### src/hw/rtl/agsat_pkg.sv
// Package for the audio gain and saturation block.
// Holds the transaction structs, format codes, register indexes and limits.
// No dependencies.
`timescale 1ns / 1ps

package agsat_pkg;

	// Storage format codes
	localparam logic [2:0] FMT_S8      = 3'd0;
	localparam logic [2:0] FMT_U8      = 3'd1;
	localparam logic [2:0] FMT_S16_MSB = 3'd2;
	localparam logic [2:0] FMT_S16_LSB = 3'd3;
	localparam logic [2:0] FMT_U16_MSB = 3'd4;
	localparam logic [2:0] FMT_U16_LSB = 3'd5;

	// Configuration register indexes
	localparam int CFG_IDX_W = 2;
	localparam logic [CFG_IDX_W-1:0] CFG_FORMAT = 2'd0;
	localparam logic [CFG_IDX_W-1:0] CFG_GAIN   = 2'd1;

	localparam int GAIN_W   = 24;
	localparam int SAMPLE_W = 16;
	localparam int PROD_W   = SAMPLE_W + GAIN_W;
	localparam int CNT_W    = 31;

	localparam logic [2:0]               FORMAT_RESET = FMT_S16_MSB;
	localparam logic signed [GAIN_W-1:0] GAIN_RESET   = 24'sd65536;
	localparam logic [CNT_W-1:0]         CLIP_MAX     = 31'h7FFF_FFFF;

	// Input transaction
	typedef struct packed {
		logic [15:0] sample_bytes;
		logic        last_in;
	} in_t;

	// Result transaction
	typedef struct packed {
		logic [15:0]      scaled_bytes;
		logic             clipped;
		logic [CNT_W-1:0] clip_total;
		logic             last_out;
	} out_t;

	// Format flags that travel with each sample
	typedef struct packed {
		logic eight;
		logic is_signed;
		logic msb_first;
		logic last;
	} fmt_flags_t;

	// Decoded sample between the decode and multiply stages
	typedef struct packed {
		logic signed [SAMPLE_W-1:0] sample;
		fmt_flags_t                 flags;
	} dec_t;

	// Product between the multiply and output stages
	typedef struct packed {
		logic signed [PROD_W-1:0] product;
		fmt_flags_t               flags;
	} prod_t;

	// Configuration register values
	typedef struct packed {
		logic [2:0]               format;
		logic signed [GAIN_W-1:0] gain;
	} cfg_t;

endpackage

### src/hw/rtl/audio_gain_saturate_top.sv
// A sample is registered in the input register, then in the result register.
// Throughput: one sample per cycle; two registered stages (decode into the input register,
// then multiply, round and saturate into the result register) each advance whenever the
// next one is empty or moving, so the input stalls only while both are full and the result
// is stalled.
// Reset: arst_n clears stage valids and the clip count, format to s16 msb-first, gain to 1.0.
`timescale 1ns / 1ps

module audio_gain_saturate_top (
	input  logic                            clk,
	input  logic                            arst_n,
	input  logic                            sample_valid,
	output logic                            sample_stall,
	input  agsat_pkg::in_t                  sample,
	output logic                            result_valid,
	input  logic                            result_stall,
	output agsat_pkg::out_t                 result,
	input  logic                            cfg_valid,
	output logic                            cfg_ready,
	input  logic [agsat_pkg::CFG_IDX_W-1:0] cfg_index,
	input  logic [agsat_pkg::GAIN_W-1:0]    cfg_data
);
	import agsat_pkg::*;

	cfg_t  cfg;
	logic  dec_ready;
	logic  dec_valid;
	dec_t  dec_data;
	prod_t mult_data;
	logic  sat_ready;

	// Configuration registers
	agsat_cfg u_cfg (
		.clk       (clk),
		.arst_n    (arst_n),
		.cfg_valid (cfg_valid),
		.cfg_ready (cfg_ready),
		.cfg_index (cfg_index),
		.cfg_data  (cfg_data),
		.cfg       (cfg)
	);

	// Decode stage
	agsat_decode u_decode (
		.clk      (clk),
		.arst_n   (arst_n),
		.format   (cfg.format),
		.up_valid (sample_valid),
		.up_ready (dec_ready),
		.up_data  (sample),
		.dn_valid (dec_valid),
		.dn_ready (sat_ready),
		.dn_data  (dec_data)
	);

	// Multiplier feeding the result stage
	agsat_mult u_mult (
		.gain    (cfg.gain),
		.up_data (dec_data),
		.dn_data (mult_data)
	);

	// Round, saturate and encode stage
	agsat_sat u_sat (
		.clk      (clk),
		.arst_n   (arst_n),
		.up_valid (dec_valid),
		.up_ready (sat_ready),
		.up_data  (mult_data),
		.dn_valid (result_valid),
		.dn_ready (!result_stall),
		.dn_data  (result)
	);

	assign sample_stall = !dec_ready;

endmodule

### src/hw/rtl/agsat_cfg.sv
// Configuration registers of the audio gain block: sample format and gain.
// Depends on agsat_pkg.
`timescale 1ns / 1ps

module agsat_cfg (
	input  logic                             clk,
	input  logic                             arst_n,
	input  logic                             cfg_valid,
	output logic                             cfg_ready,
	input  logic [agsat_pkg::CFG_IDX_W-1:0]  cfg_index,
	input  logic [agsat_pkg::GAIN_W-1:0]     cfg_data,
	output agsat_pkg::cfg_t                  cfg
);
	import agsat_pkg::*;

	logic [2:0]               format_q;
	logic signed [GAIN_W-1:0] gain_q;

	// Writes complete in the cycle they are offered.
	assign cfg_ready = 1'b1;

	// Register writes; unknown indexes are ignored.
	always_ff @(posedge clk or negedge arst_n) begin
		if (!arst_n) begin
			format_q <= FORMAT_RESET;
			gain_q   <= GAIN_RESET;
		end else if (cfg_valid && cfg_ready) begin
			case (cfg_index)
				CFG_FORMAT: format_q <= cfg_data[2:0];
				CFG_GAIN:   gain_q   <= $signed(cfg_data);
				default:    ;
			endcase
		end
	end

	assign cfg.format = format_q;
	assign cfg.gain   = gain_q;

endmodule

### src/hw/rtl/agsat_decode.sv
// First stage: decodes the stored sample into a signed value and registers it.
// Depends on agsat_pkg.
`timescale 1ns / 1ps

module agsat_decode (
	input  logic            clk,
	input  logic            arst_n,
	input  logic [2:0]      format,
	input  logic            up_valid,
	output logic            up_ready,
	input  agsat_pkg::in_t  up_data,
	output logic            dn_valid,
	input  logic            dn_ready,
	output agsat_pkg::dec_t dn_data
);
	import agsat_pkg::*;

	logic       valid_s1;
	dec_t       data_s1;
	logic [2:0] fmt;
	fmt_flags_t flags;
	logic [7:0] b8;
	logic [15:0] w16;
	logic signed [SAMPLE_W-1:0] value;

	// Unused codes fall back to signed 16-bit msb-first.
	always_comb begin
		fmt = (format > FMT_U16_LSB) ? FMT_S16_MSB : format;
		flags.eight     = (fmt == FMT_S8) || (fmt == FMT_U8);
		flags.is_signed = (fmt == FMT_S8) || (fmt == FMT_S16_MSB) ||
			(fmt == FMT_S16_LSB);
		flags.msb_first = (fmt == FMT_S16_MSB) || (fmt == FMT_U16_MSB);
		flags.last      = up_data.last_in;
	end

	// Removing the unsigned bias is the same as flipping the top bit.
	always_comb begin
		b8  = up_data.sample_bytes[7:0];
		w16 = flags.msb_first ? up_data.sample_bytes :
			{up_data.sample_bytes[7:0], up_data.sample_bytes[15:8]};
		if (flags.eight) begin
			value = $signed({{(SAMPLE_W-8){b8[7] ~^ flags.is_signed}},
				b8[7] ~^ flags.is_signed, b8[6:0]});
		end else begin
			value = $signed({w16[15] ~^ flags.is_signed, w16[14:0]});
		end
	end

	assign up_ready = !valid_s1 || dn_ready;

	always_ff @(posedge clk or negedge arst_n) begin
		if (!arst_n) begin
			valid_s1 <= 1'b0;
		end else if (up_ready) begin
			valid_s1 <= up_valid;
		end
	end

	always_ff @(posedge clk) begin
		if (up_ready && up_valid) begin
			data_s1.sample <= value;
			data_s1.flags  <= flags;
		end
	end

	assign dn_valid = valid_s1;
	assign dn_data  = data_s1;

endmodule

### src/hw/rtl/agsat_mult.sv
// Multiplier between the input register and the result register of the audio gain block.
// Depends on agsat_pkg.
`timescale 1ns / 1ps

module agsat_mult (
	input  logic signed [agsat_pkg::GAIN_W-1:0] gain,
	input  agsat_pkg::dec_t                     up_data,
	output agsat_pkg::prod_t                    dn_data
);
	import agsat_pkg::*;

	// Exact signed product, 16 by 24 bits; the format flags pass straight through.
	assign dn_data.product = up_data.sample * gain;
	assign dn_data.flags   = up_data.flags;

endmodule

### src/hw/rtl/agsat_sat.sv
// Output stage: rounds, saturates, re-encodes and counts clipped samples.
// Depends on agsat_pkg.
`timescale 1ns / 1ps

module agsat_sat (
	input  logic             clk,
	input  logic             arst_n,
	input  logic             up_valid,
	output logic             up_ready,
	input  agsat_pkg::prod_t up_data,
	output logic             dn_valid,
	input  logic             dn_ready,
	output agsat_pkg::out_t  dn_data
);
	import agsat_pkg::*;

	localparam int Q_W = PROD_W + 1 - 16;

	logic                     valid_s3;
	out_t                     data_s3;
	logic [CNT_W-1:0]         clip_cnt_q;
	logic signed [PROD_W:0]   rounded;
	logic signed [Q_W-1:0]    q;
	logic signed [Q_W-1:0]    hi;
	logic signed [Q_W-1:0]    lo;
	logic signed [Q_W-1:0]    qs;
	logic                     clip;
	logic [15:0]              w16;
	logic [15:0]              enc;
	logic [CNT_W-1:0]         cnt_next;
	logic                     take;

	// Round half up: add one half, then floor by dropping 16 fraction bits.
	always_comb begin
		rounded = {up_data.product[PROD_W-1], up_data.product} +
			$signed((PROD_W+1)'(32'h8000));
		q = rounded[PROD_W:16];
	end

	// Saturate to the 8- or 16-bit signed range.
	always_comb begin
		hi = up_data.flags.eight ? Q_W'(32'sd127) : Q_W'(32'sd32767);
		lo = up_data.flags.eight ? Q_W'(-32'sd128) : Q_W'(-32'sd32768);
		clip = 1'b0;
		qs   = q;
		if (q > hi) begin
			qs   = hi;
			clip = 1'b1;
		end
		if (q < lo) begin
			qs   = lo;
			clip = 1'b1;
		end
	end

	// Re-encode: unsigned formats flip the top bit, lsb-first swaps bytes.
	always_comb begin
		w16 = {qs[15] ^ !up_data.flags.is_signed, qs[14:0]};
		if (up_data.flags.eight) begin
			enc = {8'h00, qs[7] ^ !up_data.flags.is_signed, qs[6:0]};
		end else if (up_data.flags.msb_first) begin
			enc = w16;
		end else begin
			enc = {w16[7:0], w16[15:8]};
		end
	end

	// Saturating clip count for the current buffer.
	assign cnt_next = (clip && (clip_cnt_q != CLIP_MAX)) ? clip_cnt_q + 31'd1 : clip_cnt_q;
	assign up_ready = !valid_s3 || dn_ready;
	assign take     = up_ready && up_valid;

	always_ff @(posedge clk or negedge arst_n) begin
		if (!arst_n) begin
			valid_s3   <= 1'b0;
			clip_cnt_q <= '0;
		end else begin
			if (up_ready) begin
				valid_s3 <= up_valid;
			end
			if (take) begin
				clip_cnt_q <= up_data.flags.last ? '0 : cnt_next;
			end
		end
	end

	always_ff @(posedge clk) begin
		if (take) begin
			data_s3.scaled_bytes <= enc;
			data_s3.clipped      <= clip;
			data_s3.clip_total   <= cnt_next;
			data_s3.last_out     <= up_data.flags.last;
		end
	end

	assign dn_valid = valid_s3;
	assign dn_data  = data_s3;

endmodule

### config.mk
export PLATFORM = sky130hd
export DESIGN_NAME = audio_gain_saturate_top
export DESIGN_NICKNAME = d
export VERILOG_FILES = /design/src/hw/rtl/agsat_pkg.sv /design/src/hw/rtl/audio_gain_saturate_top.sv /design/src/hw/rtl/agsat_cfg.sv /design/src/hw/rtl/agsat_decode.sv /design/src/hw/rtl/agsat_mult.sv /design/src/hw/rtl/agsat_sat.sv
export SDC_FILE = /design/constraint.sdc
export NUM_CORES = 1
export LEC_CHECK = 0
export BUFFER_PORTS_ARGS = -buffer_cell sky130_fd_sc_hd__buf_2
export CAP_MARGIN = 10
export CORE_MARGIN = 5
export CORE_UTILIZATION = 55
export CTS_CLUSTER_DIAMETER = 50
export DETAILED_ROUTE_END_ITERATION = 10
export HOLD_SLACK_MARGIN = 0.03
export PLACE_DENSITY = 0.73
export RECOVER_POWER = 100
export SYNTH_ARGS = -nofsm -noshare
export SYNTH_HDL_FRONTEND = slang
export SYNTH_SLANG_ARGS = --single-unit
### constraint.sdc
create_clock -name clk -period 7.8 [get_ports clk]
set_input_delay 0.39 -clock clk [delete_from_list [all_inputs] [get_ports clk]]
set_output_delay 0.39 -clock clk [all_outputs]
set_load 0.01 [all_outputs]
Word-level counts from Yosys, hierarchy flattened. Cells that the tools add are included.

Bits of input ports: 48. Bits in registers: 129. Output and inout bits: 52.

Muxes and demuxes: 13. Eq/ne operators: 6. Bitwise logic cells: 4. Add/sub/neg operators: 2. Magnitude comparators: 3. Reduce and logical (&&, ||, !) cells: 18. $mul: 1.

Operators by type and width (count): 2-to-1 mux 16 bit (5); 2-to-1 mux 31 bit (2); adder 40 x 17 -> 41 bit, second input constant (1); multiplier 16 x 24 -> 40 bit (1); adder 31 x 1 -> 31 bit, second input constant (1); != test 31 bit, second input constant (1); 2-to-1 mux 15 bit (2); greater-than comparator 25 x 16 -> 1 bit (1); less-than comparator 25 x 16 -> 1 bit (1); 2-to-1 mux 8 bit (1); equality test 3 x 2 -> 1 bit, second input constant (2); logical OR 1 bit (6); zero test 1 bit (5); AND reduction 2 bit (2); equality test 3 x 1 -> 1 bit, second input constant (1); equality test 3 bit, second input constant (1); greater-than comparator 3 bit, second input constant (1); logical AND 1 bit (3); zero test 3 bit (1); 2-to-1 mux 3 bit (1); equality test 2 x 1 -> 1 bit, second input constant (1); zero test 2 bit (1); 2-to-1 mux 1 bit (2); XNOR 1 bit (2); bitwise XOR 1 bit (2).

Depth between registers and ports, before layout. Gate-level depths: netlist of the first run.

Word-level depth: 8. Depth in mapped cells: 38. Gate-level depth less buffers: 35.

Modules after synthesis. A second synthesis of the first run with hierarchy kept.

Cell total of the unflattened synthesis: 2265. Area total of the unflattened synthesis: 21339.2 µm².

By module, submodules not included: agsat_mult (sequential area each 0.0 µm², cells an instance 1599, times used 1, area an instance 13989.7 µm²); agsat_sat (sequential area each 2272.2 µm², cells an instance 516, times used 1, area an instance 5127.4 µm²); agsat_cfg (sequential area each 678.2 µm², cells an instance 60, times used 1, area an instance 1123.6 µm²); agsat_decode (sequential area each 625.6 µm², cells an instance 88, times used 1, area an instance 1091.0 µm²); audio_gain_saturate_top (sequential area each 0.0 µm², cells an instance 2, times used 1, area an instance 7.5 µm²).

Least setup slack after synthesis of the first run. OpenSTA, ideal clock, no wires.

Kind: flip-flop to flip-flop. From: reg u_decode.data_s1 (netlist bit u_decode.dn_data[10]). To: reg u_sat.data_s3 (netlist bit u_sat.dn_data[18]) (data pin). Cell stages (with the launch flop): 35. Path buffers: 3. Slack: -0.422 ns. Arrival: 7.958 ns. Path through: edfxtp_1 clkbuf_1 and2_1 fa_1 inv_1 fa_1 fa_1 fa_1 inv_1 fa_1 inv_1 fa_1 inv_1 ha_1 nand4_1 a21oi_1 a21oi_1 o31ai_1 a21o_1 a21oi_1 o31ai_1 xnor2_1 inv_1 ha_1 nor4_1 and4b_1 nand4_1 nor4_1 o21ai_2 o31a_1 nand3_2 buf_6 buf_8 nor2_1 xor2_1.

Cells in the longest elaborated chain, start to end: 7.

RTL lines: from (decl) (line agsat_decode.sv:19) `dec_t data_s1;`; multiplier 16 x 24 -> 40 bit (*) (line agsat_mult.sv:13) `assign dn_data.product = up_data.sample * gain;`; adder 40 x 17 -> 41 bit (*) (line agsat_sat.sv:35) `rounded = {up_data.product[PROD_W-1], up_data.product} +`; greater-than comparator 25 x 16 -> 1 bit (line agsat_sat.sv:46) `if (q > hi) begin`; 2-to-1 mux 1 bit (line agsat_sat.sv:46); 2-to-1 mux 1 bit (*) (line agsat_sat.sv:50) `if (q < lo) begin`; logical AND 1 bit (*) (line agsat_sat.sv:69) `assign cnt_next = (clip && (clip_cnt_q != CLIP_MAX)) ? clip_cnt_q + 31'd1 : clip_cnt_q;`; 2-to-1 mux 31 bit (*) (line agsat_sat.sv:69); net u_sat.cnt_next[17] (line agsat_sat.sv:30) `logic [CNT_W-1:0] cnt_next;`; to (decl) (line agsat_sat.sv:20) `out_t data_s3;`.

The timed path passes the listed nets; every way through them passes the cells marked *. A chain may end at the register's enable or synchronous reset.

Worst setup path in the final report of the first run.
From: reg u_decode.data_s1 (netlist bit u_decode.dn_data[6]). To: reg u_sat.clip_cnt_q[28].

Cells in the longest elaborated chain, start to end: 8.

RTL lines: multiplier 16 x 24 -> 40 bit (*) (line agsat_mult.sv:13); adder 40 x 17 -> 41 bit (*) (line agsat_sat.sv:35); greater-than comparator 25 x 16 -> 1 bit (line agsat_sat.sv:46); 2-to-1 mux 1 bit (line agsat_sat.sv:46); 2-to-1 mux 1 bit (*) (line agsat_sat.sv:50); logical AND 1 bit (*) (line agsat_sat.sv:69); 2-to-1 mux 31 bit (*) (line agsat_sat.sv:69); 2-to-1 mux 31 bit (*) (line agsat_sat.sv:82) `clip_cnt_q <= up_data.flags.last ? '0 : cnt_next;`; to (signal assigned) (line agsat_sat.sv:82); to (decl) (line agsat_sat.sv:21) `logic [CNT_W-1:0] clip_cnt_q;`.

Every way passes the cells marked *; elsewhere a longest branch is shown, timed or not.

==> results.ini, run 1 <==
[yosys]
synthArstFlopShare = 0.4651
synthFlopType = edfxtp_1
syn_avg_cell_area_um2 = 9.306
syn-num-nets = 2784
ys_types = 74
ys.warnings.count = 0
ys_ff_latch = 129
syn_inst = 2244
ys_seq_area_frac = 0.1712
synth_edf_count = 69
mappedNetlistArea_um2 = 20880

[grt]
use_met3 = 0.04955
first_global_vias = 19212
use_met1 = 0.3717
grt_antenna_before_repair = 1
globalRouteMet2Util = 0.5297
grt_usage = 0.3014
grt_pass1_wl_um = 98840
busiest_layer = met2
grt-ovfl-total = 0
grt_max_degree = 61

[cts]
clock-root-buffer = clkbuf_16
clock_path_buffers = 2
cts_hold_buffers = 0
cts_inserted_buffers = 17
clk_pin_slew_ns = 0.08
cts.sinks = 129
cts_max_level = 4
cts_tree = done
insertion_delay_ns = 0.46

[critical_path]
critPathCaptureType = flop
path_class = flop to flop
rr_startpoint = u_decode.dn_data[6]$_DFFE_PP_
crit_slowest_cell = fa_1
rr_worst_depth = 34
cp-start-kind = flop
r2r_slack_ns = -0.50
cp_max_fo = 6
reg2reg_to = u_sat.clip_cnt_q[28]$_DFFE_PN0P_
slowest_delay_ns = 0.53
worstPathRequired_ns = 8.13
path_common_cell = fa_1
critPathArrivalTime_ns = 8.64

[floorplan]
start_util = 0.5558
fp-row-count = 71
core_um2 = 37580
die_area_um2 = 41970
dieHeight_um = 204.9
dieWidth_um = 204.9
io_pins = 100

[timing]
slew_headroom = -1.855
fin_crit_ns = 8.301
setup_viol = 79
grt_setup_unrepaired = yes
drv_slew = 61
setup_ws_ns = -0.5009
timing.fmax_mhz = 120.5
final-hold-violation-count = 0
worst_pin_slew_ns = 4.283
period_share = 1.064
fin_worst_skew_ns = 0.01989

[flow_run]
drv_cap = 1

[worst_hold_path]
hp-class = input pin to flop
holdPathEnd = u_decode.dn_data[0]$_DFFE_PP_
hold_depth = 1
min_from = sample[0]

[drt]
routed_wirelength_um = 62670
wl_per_cell_um = 20.11
via_per_inst = 5.685
detail-route-antenna-nets = 0
drc_errors = 0
first_pass_iters = 5
drt_iter0_drc = 1335
vias = 17716

[final_layout]
areaGrowthSynthToFinish_pct = 25.20
fill_cells = 2700
final_common_cell = inv_1
layout-drive-gt1-share = 0.2672
mostFrequentLayoutCells = inv_1, fa_1, nand2_1
antennaDiodeCount = 0
post-route-util = 0.6958
final_nets = 3132

[outcome]
status = complete, but fails checks
violations = max-capacitance violations, max-slew violations, negative setup slack

[placement]
dpl.hpwl_um = 45830
gp_congestion = 0.9111
port_buffers = 98

[layout make-up]
type	count	area [µm²]	share of cell area
multi-input cells	1542	16160	0.6180
flip-flops and latches	129	3587	0.1372
repair buffers	423	3353	0.1282
inverters	479	1799	0.06881
well taps	511	639.4	0.02445
clock buffers	20	478.0	0.01828
clock inverters	12	130.1	0.004977
[cell families (layout without fill, tap and decap cells)]
kind of cell,after synthesis,count (layout),share of synthesized area
simple gates,681,682,0.1589
mux,43,43,0.02265
flops,129,129,0.1712
buf+inv,574,934,0.1063
compound gates,262,262,0.08400
other cells,1,1,0.0001796
xor+xnor,62,62,0.02600
fa+ha+maj,492,492,0.4307
[through the flow]
stage | instance area (µm²) | worst slack [ns] | hold slack, ns | TNS, ns | instances
5_1_grt | 26150 | -0.8388 | 0.1118 | -49.14 | 3116
6_report | 26150 | -0.5009 | 0.1168 | -26.37 | 3116
3_3_place_gp | 23670 | -0.5597 | 0.4781 | -28.38 | 2999
4_1_cts | 25650 | -0.2397 | 0.1006 | -8.282 | 3107
2_1_floorplan | 21050 | -0.002615 | 0.09441 | -0.005357 | 2244
3_5_place_dp | 23670 | -0.6574 | 0.4971 | -35.46 | 2999
[registers in the layout, indices dropped and copies added, names as in the netlist]
register and cells:
u_sat.dn_data 49, u_decode.dn_data 20, u_cfg.gain_q 24, u_sat.clip_cnt_q 31, u_decode.dn_valid 1, u_cfg.format_q 3, u_sat.dn_valid 1
[layer usage]
metal	share of wire	routed length [µm]
met3	0.068	4274
met5	0.00014	9
met4	0.050	3151
met1	0.38	23510
met2	0.51	31730
[Yosys cell counts, types with 34 or more instances]
master | n | area [µm²]
edfxtp_1 | 69 | 2072
mux2_2 | 34 | 382.9
dfrtp_1 | 58 | 1451
o21ai_0 | 45 | 225.2
nand2_1 | 298 | 1119
ha_1 | 114 | 1426
xnor2_1 | 45 | 394.1
and2_1 | 156 | 975.9
nor2_1 | 77 | 289.0
fa_1 | 378 | 7567
inv_1 | 477 | 1790
a21oi_1 | 79 | 395.4
clkbuf_1 | 81 | 304.0
[worst max-delay path: cells and delay by family, from the launching register on]
family,cells,cell delay [ns]
simple gates,7,1.02
compound gates,9,1.91
buf+inv,9,1.03
flops,1,0.42
fa+ha+maj,8,3.56
xor+xnor,1,0.22
[worst max-delay path by stage]
stage,start,endpoint,slack (ns),cells after the start
finish,u_decode.dn_data[6]$_DFFE_PP_,u_sat.clip_cnt_q[28]$_DFFE_PN0P_,-0.50,34
global route,u_decode.dn_data[10]$_DFFE_PP_,u_sat.clip_cnt_q[28]$_DFFE_PN0P_,-0.84,36
CTS,u_decode.dn_data[5]$_DFFE_PP_,u_sat.clip_cnt_q[26]$_DFFE_PN0P_,-0.24,34
detailed placement,u_decode.dn_data[9]$_DFFE_PP_,u_sat.dn_data[40]$_DFFE_PP_,-0.66,34
global placement,u_decode.dn_data[9]$_DFFE_PP_,u_sat.dn_data[40]$_DFFE_PP_,-0.56,34
floorplan,u_decode.dn_data[10]$_DFFE_PP_,u_sat.clip_cnt_q[19]$_DFFE_PN0P_,-0.003,35
[what timing repair did]
action,CTS,global route
setup buffers,73,14
gates cloned,5,1
endpoints found under the hold margin,0,0
gates resized for setup,178,99
endpoints found under the setup margin,79,79
pin swaps,121,46
Power of run 1 is not shown: default switching activity piles up to over one toggle a cycle in this logic, so the estimate is an artifact.
==> inputs of run 2 (changes only) <==
- ABC_AREA: unset -> 1
- clock period: 7.8 -> 7.4 ns (I/O delays scaled with it)
==> run 2 against run 1 <==
The flow still finishes with violations (max-capacitance violations, max-slew violations, negative setup slack). Synthesized area is 3.4% higher. Flip-flop and latch count is the same. Cell count up 15%. Routed wire length down 2.5%. Hold slack worse by 0.042 ns. Worst setup slack improved by 0.24 ns. Core utilization shrank 1.2 points. Die area is 3.2% higher. Clock skew is 0.0023 ns lower. Final area up 1.2%. Fmax is 8.3% higher. Critical path depth rose by 6. Critical path type unchanged. Critical endpoint is now u_sat.dn_data[22]$_DFFE_PP_.
==> results.ini, run 2 <==
[yosys]
ys_ff_latch = 129
ys_types = 49
syn_avg_cell_area_um2 = 7.917
synthArstFlopShare = 0.4651
synth_edf_count = 69
synthMostInstantiatedCell = nand2_1
netlist.area_leader.share = 0.3505
syn-num-nets = 3267
ys_seq_area_frac = 0.1656
syn_inst = 2727
synthFlopType = edfxtp_1
yosysTopAreaCell = fa_1
ys_top_cells_by_area = fa_1, nand2_1, inv_1
ys.warnings.count = 0
mappedNetlistArea_um2 = 21590
synth_common_cells = nand2_1, inv_1, fa_1

[grt]
first_global_vias = 19954
grt_antenna_before_repair = 0
grt_pass1_wl_um = 99710
grt_usage = 0.2871
grt_max_degree = 61
grt-ovfl-total = 0

[cts]
clk_pin_slew_ns = 0.07
insertion_delay_ns = 0.49
cts_tree = done
clock_path_buffers = 2
cts.sinks = 129
cts_inserted_buffers = 17
cts_max_level = 4
cts_hold_buffers = 0
clock-root-buffer = clkbuf_16

[placement]
dp_cells = 3484
port_buffers = 98
post-place-ws_ns = -0.5499
gp_congestion = 0.9568
dpl.hpwl_um = 48320

[final_layout]
final_common_cell = nand2_1
antennaDiodeCount = 0
layout-drive-gt1-share = 0.2186
multi_input_area_um2 = 15850
seq_area_um2 = 3588
areaGrowthSynthToFinish_pct = 22.61
largest_reg_flops = 49
layout.cells.non_filler = 3579
mostFrequentLayoutCells = nand2_1, inv_1, fa_1
final_nets = 3588
fill_cells = 3102

[drt]
drt_iter0_drc = 1245
wl_per_cell_um = 17.07
vias = 18534
drc_errors = 0
via_per_inst = 5.179
routed_wirelength_um = 61090
first_pass_iters = 5
detail-route-antenna-nets = 0

[flow_run]
drv_cap = 2

[timing]
timing.hold.ws_ns = 0.07437
timing.fmax_mhz = 130.5
worst_pin_slew_ns = 3.937
fin_worst_skew_ns = 0.01755
setup_viol = 78
final.setup.tns_ns = -16.27
drv_slew = 89
fin_crit_ns = 7.662
final-hold-violation-count = 0
slew_headroom = -1.625
grt_setup_unrepaired = yes
period_share = 1.035
setup_ws_ns = -0.2617

[critical_path]
cp_max_fo = 7
rr_worst_depth = 40
worstPathRequired_ns = 7.65
path_common_cell = fa_1
crit_slowest_cell = fa_1
path_depth = 40
path_class = flop to flop
critPathArrivalTime_ns = 7.91
critPathCaptureType = flop
path_delay_family = adder cells
cp-start-kind = flop
slowest_delay_ns = 0.54
cp.buffers_inverters = 10

[floorplan]
die_area_um2 = 43320
dieHeight_um = 208.1
dieWidth_um = 208.1
core_um2 = 38740
fp-row-count = 72
start_util = 0.5574
io_pins = 100

[outcome]
violations = max-capacitance violations, max-slew violations, negative setup slack
status = complete, but fails checks

[worst_hold_path]
hp-class = input pin to flop
hold_depth = 1

## run 2: area by class of cell
class	count	share of cell area
multi-input cells	1792	0.5989
flip-flops and latches	129	0.1356
repair buffers	405	0.1191
inverters	703	0.09987
well taps	518	0.02448
clock buffers	18	0.01659
clock inverters	14	0.005530
## run 2: cell families (layout without fill, tap and decap cells)
group	count (synthesis)	after routing	synth area share
simple gates	1105	1106	0.2109
buf+inv	807	1140	0.1418
fa+ha+maj	492	492	0.4166
flops	129	129	0.1656
compound gates	114	114	0.02927
xor+xnor	50	50	0.02063
mux	29	29	0.01507
other cells	1	1	0.0001737
## run 2: layer usage
metal | global-route usage | vias to the layer above | routed length [µm]
met5 | 0 | - | 0
met1 | 0.3648 | 9059 | 24270
li1 | - | 8576 | -
met4 | 0.1207 | 0 | 2784
met3 | 0.05151 | 197 | 4302
met2 | 0.4875 | 702 | 29730
## run 2: worst reg2reg max path, delay by kind of cell, from the launching register on
| family | cells | cell delay [ns] |
|---|---|---|
| adders and majority gates | 8 | 3.63 |
| and+or+nand+nor | 16 | 1.56 |
| buffers and inverters | 10 | 0.91 |
| AOI/OAI and AO/OA | 5 | 0.71 |
| DFF | 1 | 0.42 |
| xor gates and xnor gates | 1 | 0.19 |
## run 2: timing repair
action                                 in CTS  in global routing
endpoints found under the hold margin       0                  0
pin swaps                                  72                 90
setup buffers                              37                 20
gates cloned                                1                  5
resized for setup                         181                108
setup endpoints to repair                  79                 79
## run 2: final timing paths
check	startpoint	end	slack (ns)
max reg2reg	u_decode.dn_data[10]$_DFFE_PP_	u_sat.dn_data[22]$_DFFE_PP_	-0.26
min in group asynchronous	arst_n	u_sat.clip_cnt_q[27]$_DFFE_PN0P_	1.34
max in group asynchronous	arst_n	u_cfg.gain_q[12]$_DFFE_PN0P_	3.50
min reg2reg	u_decode.dn_valid$_DFFE_PN0N_	u_sat.dn_valid$_DFFE_PN0P_	0.50
min	sample[0]	u_decode.dn_data[0]$_DFFE_PP_	0.07
max	u_decode.dn_data[10]$_DFFE_PP_	u_sat.dn_data[22]$_DFFE_PP_	-0.26
## run 2: metrics by stage
step	instance area [µm²]	utilization
2_1_floorplan	21630	-
3_3_place_gp	24370	0.6292
3_5_place_dp	24370	0.6292
4_1_cts	25920	0.6692
5_1_grt	26470	0.6834
6_report	26470	0.6834
Power of run 2 is left out for the same reason.
==> inputs of run 3 (changes only) <==
- CAP_MARGIN: 10 -> 20
- MAX_ROUTING_LAYER: unset -> met4
- SYNTH_HIERARCHICAL: unset -> 1
==> run 3 against run 2 <==
The run still ends with max-capacitance violations, max-slew violations, negative setup slack left. Synthesized area rose by 6.2%. Hold slack improved by 0.028 ns. Final area rose by 11%. Global-route usage rose by 0.63 points. First-iteration DRC count rose by 9.8%. Worst setup slack got worse by 0.48 ns. Critical endpoint is now u_sat/dn_data[38]$_DFFE_PP_. Highest routed layer unchanged.
==> results.ini, run 3 <==
[outcome]
violations = max-capacitance violations, max-slew violations, negative setup slack
status = complete, but fails checks

[cts]
clock-root-buffer = clkbuf_16
cts_max_level = 4
cts_hold_buffers = 0
clk_pin_slew_ns = 0.06
cts_inserted_buffers = 17
clock_path_buffers = 2
cts_tree = done
cts.sinks = 129
insertion_delay_ns = 0.45

[critical_path]
path_common_cell = nand2_2
critPathLaunch = u_cfg/gain_q[16]$_DFFE_PN1P_
cp_max_fo = 10
path_delay_family = adder cells
critPathCaptureType = flop
slowest_delay_ns = 0.58
cp-start-kind = flop
path_class = flop to flop
critPathArrivalTime_ns = 8.33
crit_slowest_cell = dfstp_2
cp.buffers_inverters = 10
rr_startpoint = u_cfg/gain_q[16]$_DFFE_PN1P_
worstPathRequired_ns = 7.59

[drt]
wl_per_cell_um = 16.29
routed_wirelength_um = 65280
detail-route-antenna-nets = 0
first_pass_iters = 6
drc_errors = 0
via_per_inst = 5.176
vias = 20746
drt_iter0_drc = 1367

[timing]
setup_viol = 79
final.setup.tns_ns = -49.63
timing.hold.ws_ns = 0.1024
worst_pin_slew_ns = 3.752
timing.fmax_mhz = 122.8
fin_worst_skew_ns = 0.008797
grt_setup_unrepaired = yes
setup_ws_ns = -0.7402
slew_headroom = -1.501
fin_crit_ns = 8.140
period_share = 1.100
drv_slew = 139
final-hold-violation-count = 0

[grt]
grt-ovfl-total = 0
grt_usage = 0.2933
grt_pass1_wl_um = 107200
grt_antenna_before_repair = 0
first_global_vias = 21878
grt_max_degree = 61

[placement]
gp_congestion = 0.9624
dpl.hpwl_um = 51780
port_buffers = 98

[worst_hold_path]
hp-class = input pin to flop
min_from = sample[0]

[final_layout]
areaGrowthSynthToFinish_pct = 27.81
mostFrequentLayoutCells = nand2_1, inv_1, buf_4
layout-drive-gt1-share = 0.2578
antennaDiodeCount = 0
final_nets = 4003
largest_reg_flops = 49
fill_cells = 3162
final_common_cell = nand2_1

[floorplan]
core_um2 = 41020
start_util = 0.5589
fp-row-count = 74
dieWidth_um = 214.2
io_pins = 100
dieHeight_um = 214.2
die_area_um2 = 45860

[flow_run]
drv_cap = 3

[yosys]
syn_avg_cell_area_um2 = 7.608
mappedNetlistArea_um2 = 22920
syn_inst = 3013
syn-num-nets = 3553
ys.warnings.count = 6

-- run 3: cell types whose count changed in the layout (fill, tap and decap cells not counted), sizes merged, moves of 14 or more --
| cell | change |
|---|---|
| inv | +65 |
| buf | +131 |
| nand3 | +37 |
| nand2 | +170 |
| nand4 | +28 |
| nor2 | +14 |
| mux2 | -28 |
| nand3b | -18 |
| a21oi | +15 |
-- run 3: worst paths after layout --
kind                            slack [ns]  cells after the start                            end
worst min register to register        0.50                      0     u_sat/dn_data[0]$_DFFE_PP_
max in group asynchronous             3.70                      2    u_cfg/gain_q[5]$_DFFE_PN0P_
worst max register to register       -0.74                     44    u_sat/dn_data[38]$_DFFE_PP_
worst min-delay path                  0.10                      1  u_decode/dn_data[0]$_DFFE_PP_
min in group asynchronous             1.32                      2  u_cfg/format_q[2]$_DFFE_PN0P_
worst max-delay path                 -0.74                     44    u_sat/dn_data[38]$_DFFE_PP_
-- run 3: stage by stage --
stage	worst slack, ns	utilization	instances	instance area (µm²)
6_report	-0.7402	0.7143	4008	29300
3_5_place_dp	-1.017	0.6570	3871	26950
4_1_cts	-0.6798	0.6976	3975	28610
5_1_grt	-1.063	0.7143	4008	29300
2_1_floorplan	-0.1731	-	3013	23830
3_3_place_gp	-0.8665	0.6570	3871	26950
-- run 3: layer usage --
metal / routed length, µm / vias up / global-route usage
met2: 32680 / 746 / 0.4993
met3: 3577 / 174 / 0.03120
met4: 2544 / 0 / 0.09942
met1: 26480 / 10145 / 0.3704
li1: - / 9681 / -
met5: 0 / - / -
-- run 3: cell type report --
class                      count  area [µm²]  area share
tap                          532       665.6     0.02272
sequential                   129        3583      0.1223
timing repair buffer         536        4219      0.1440
multi-input combinational   2008       17320      0.5912
clock buffer                  19       442.9     0.01512
inverter                     771        2915     0.09950
clock inverter                13       151.4    0.005167
-- run 3: timing repair --
item                       CTS  global route
gates cloned                 2             4
gates resized for setup    133           153
pin swaps                  115            95
setup endpoints to repair   79            79
buffers inserted            70            31
Power of run 3 is left out for the same reason.
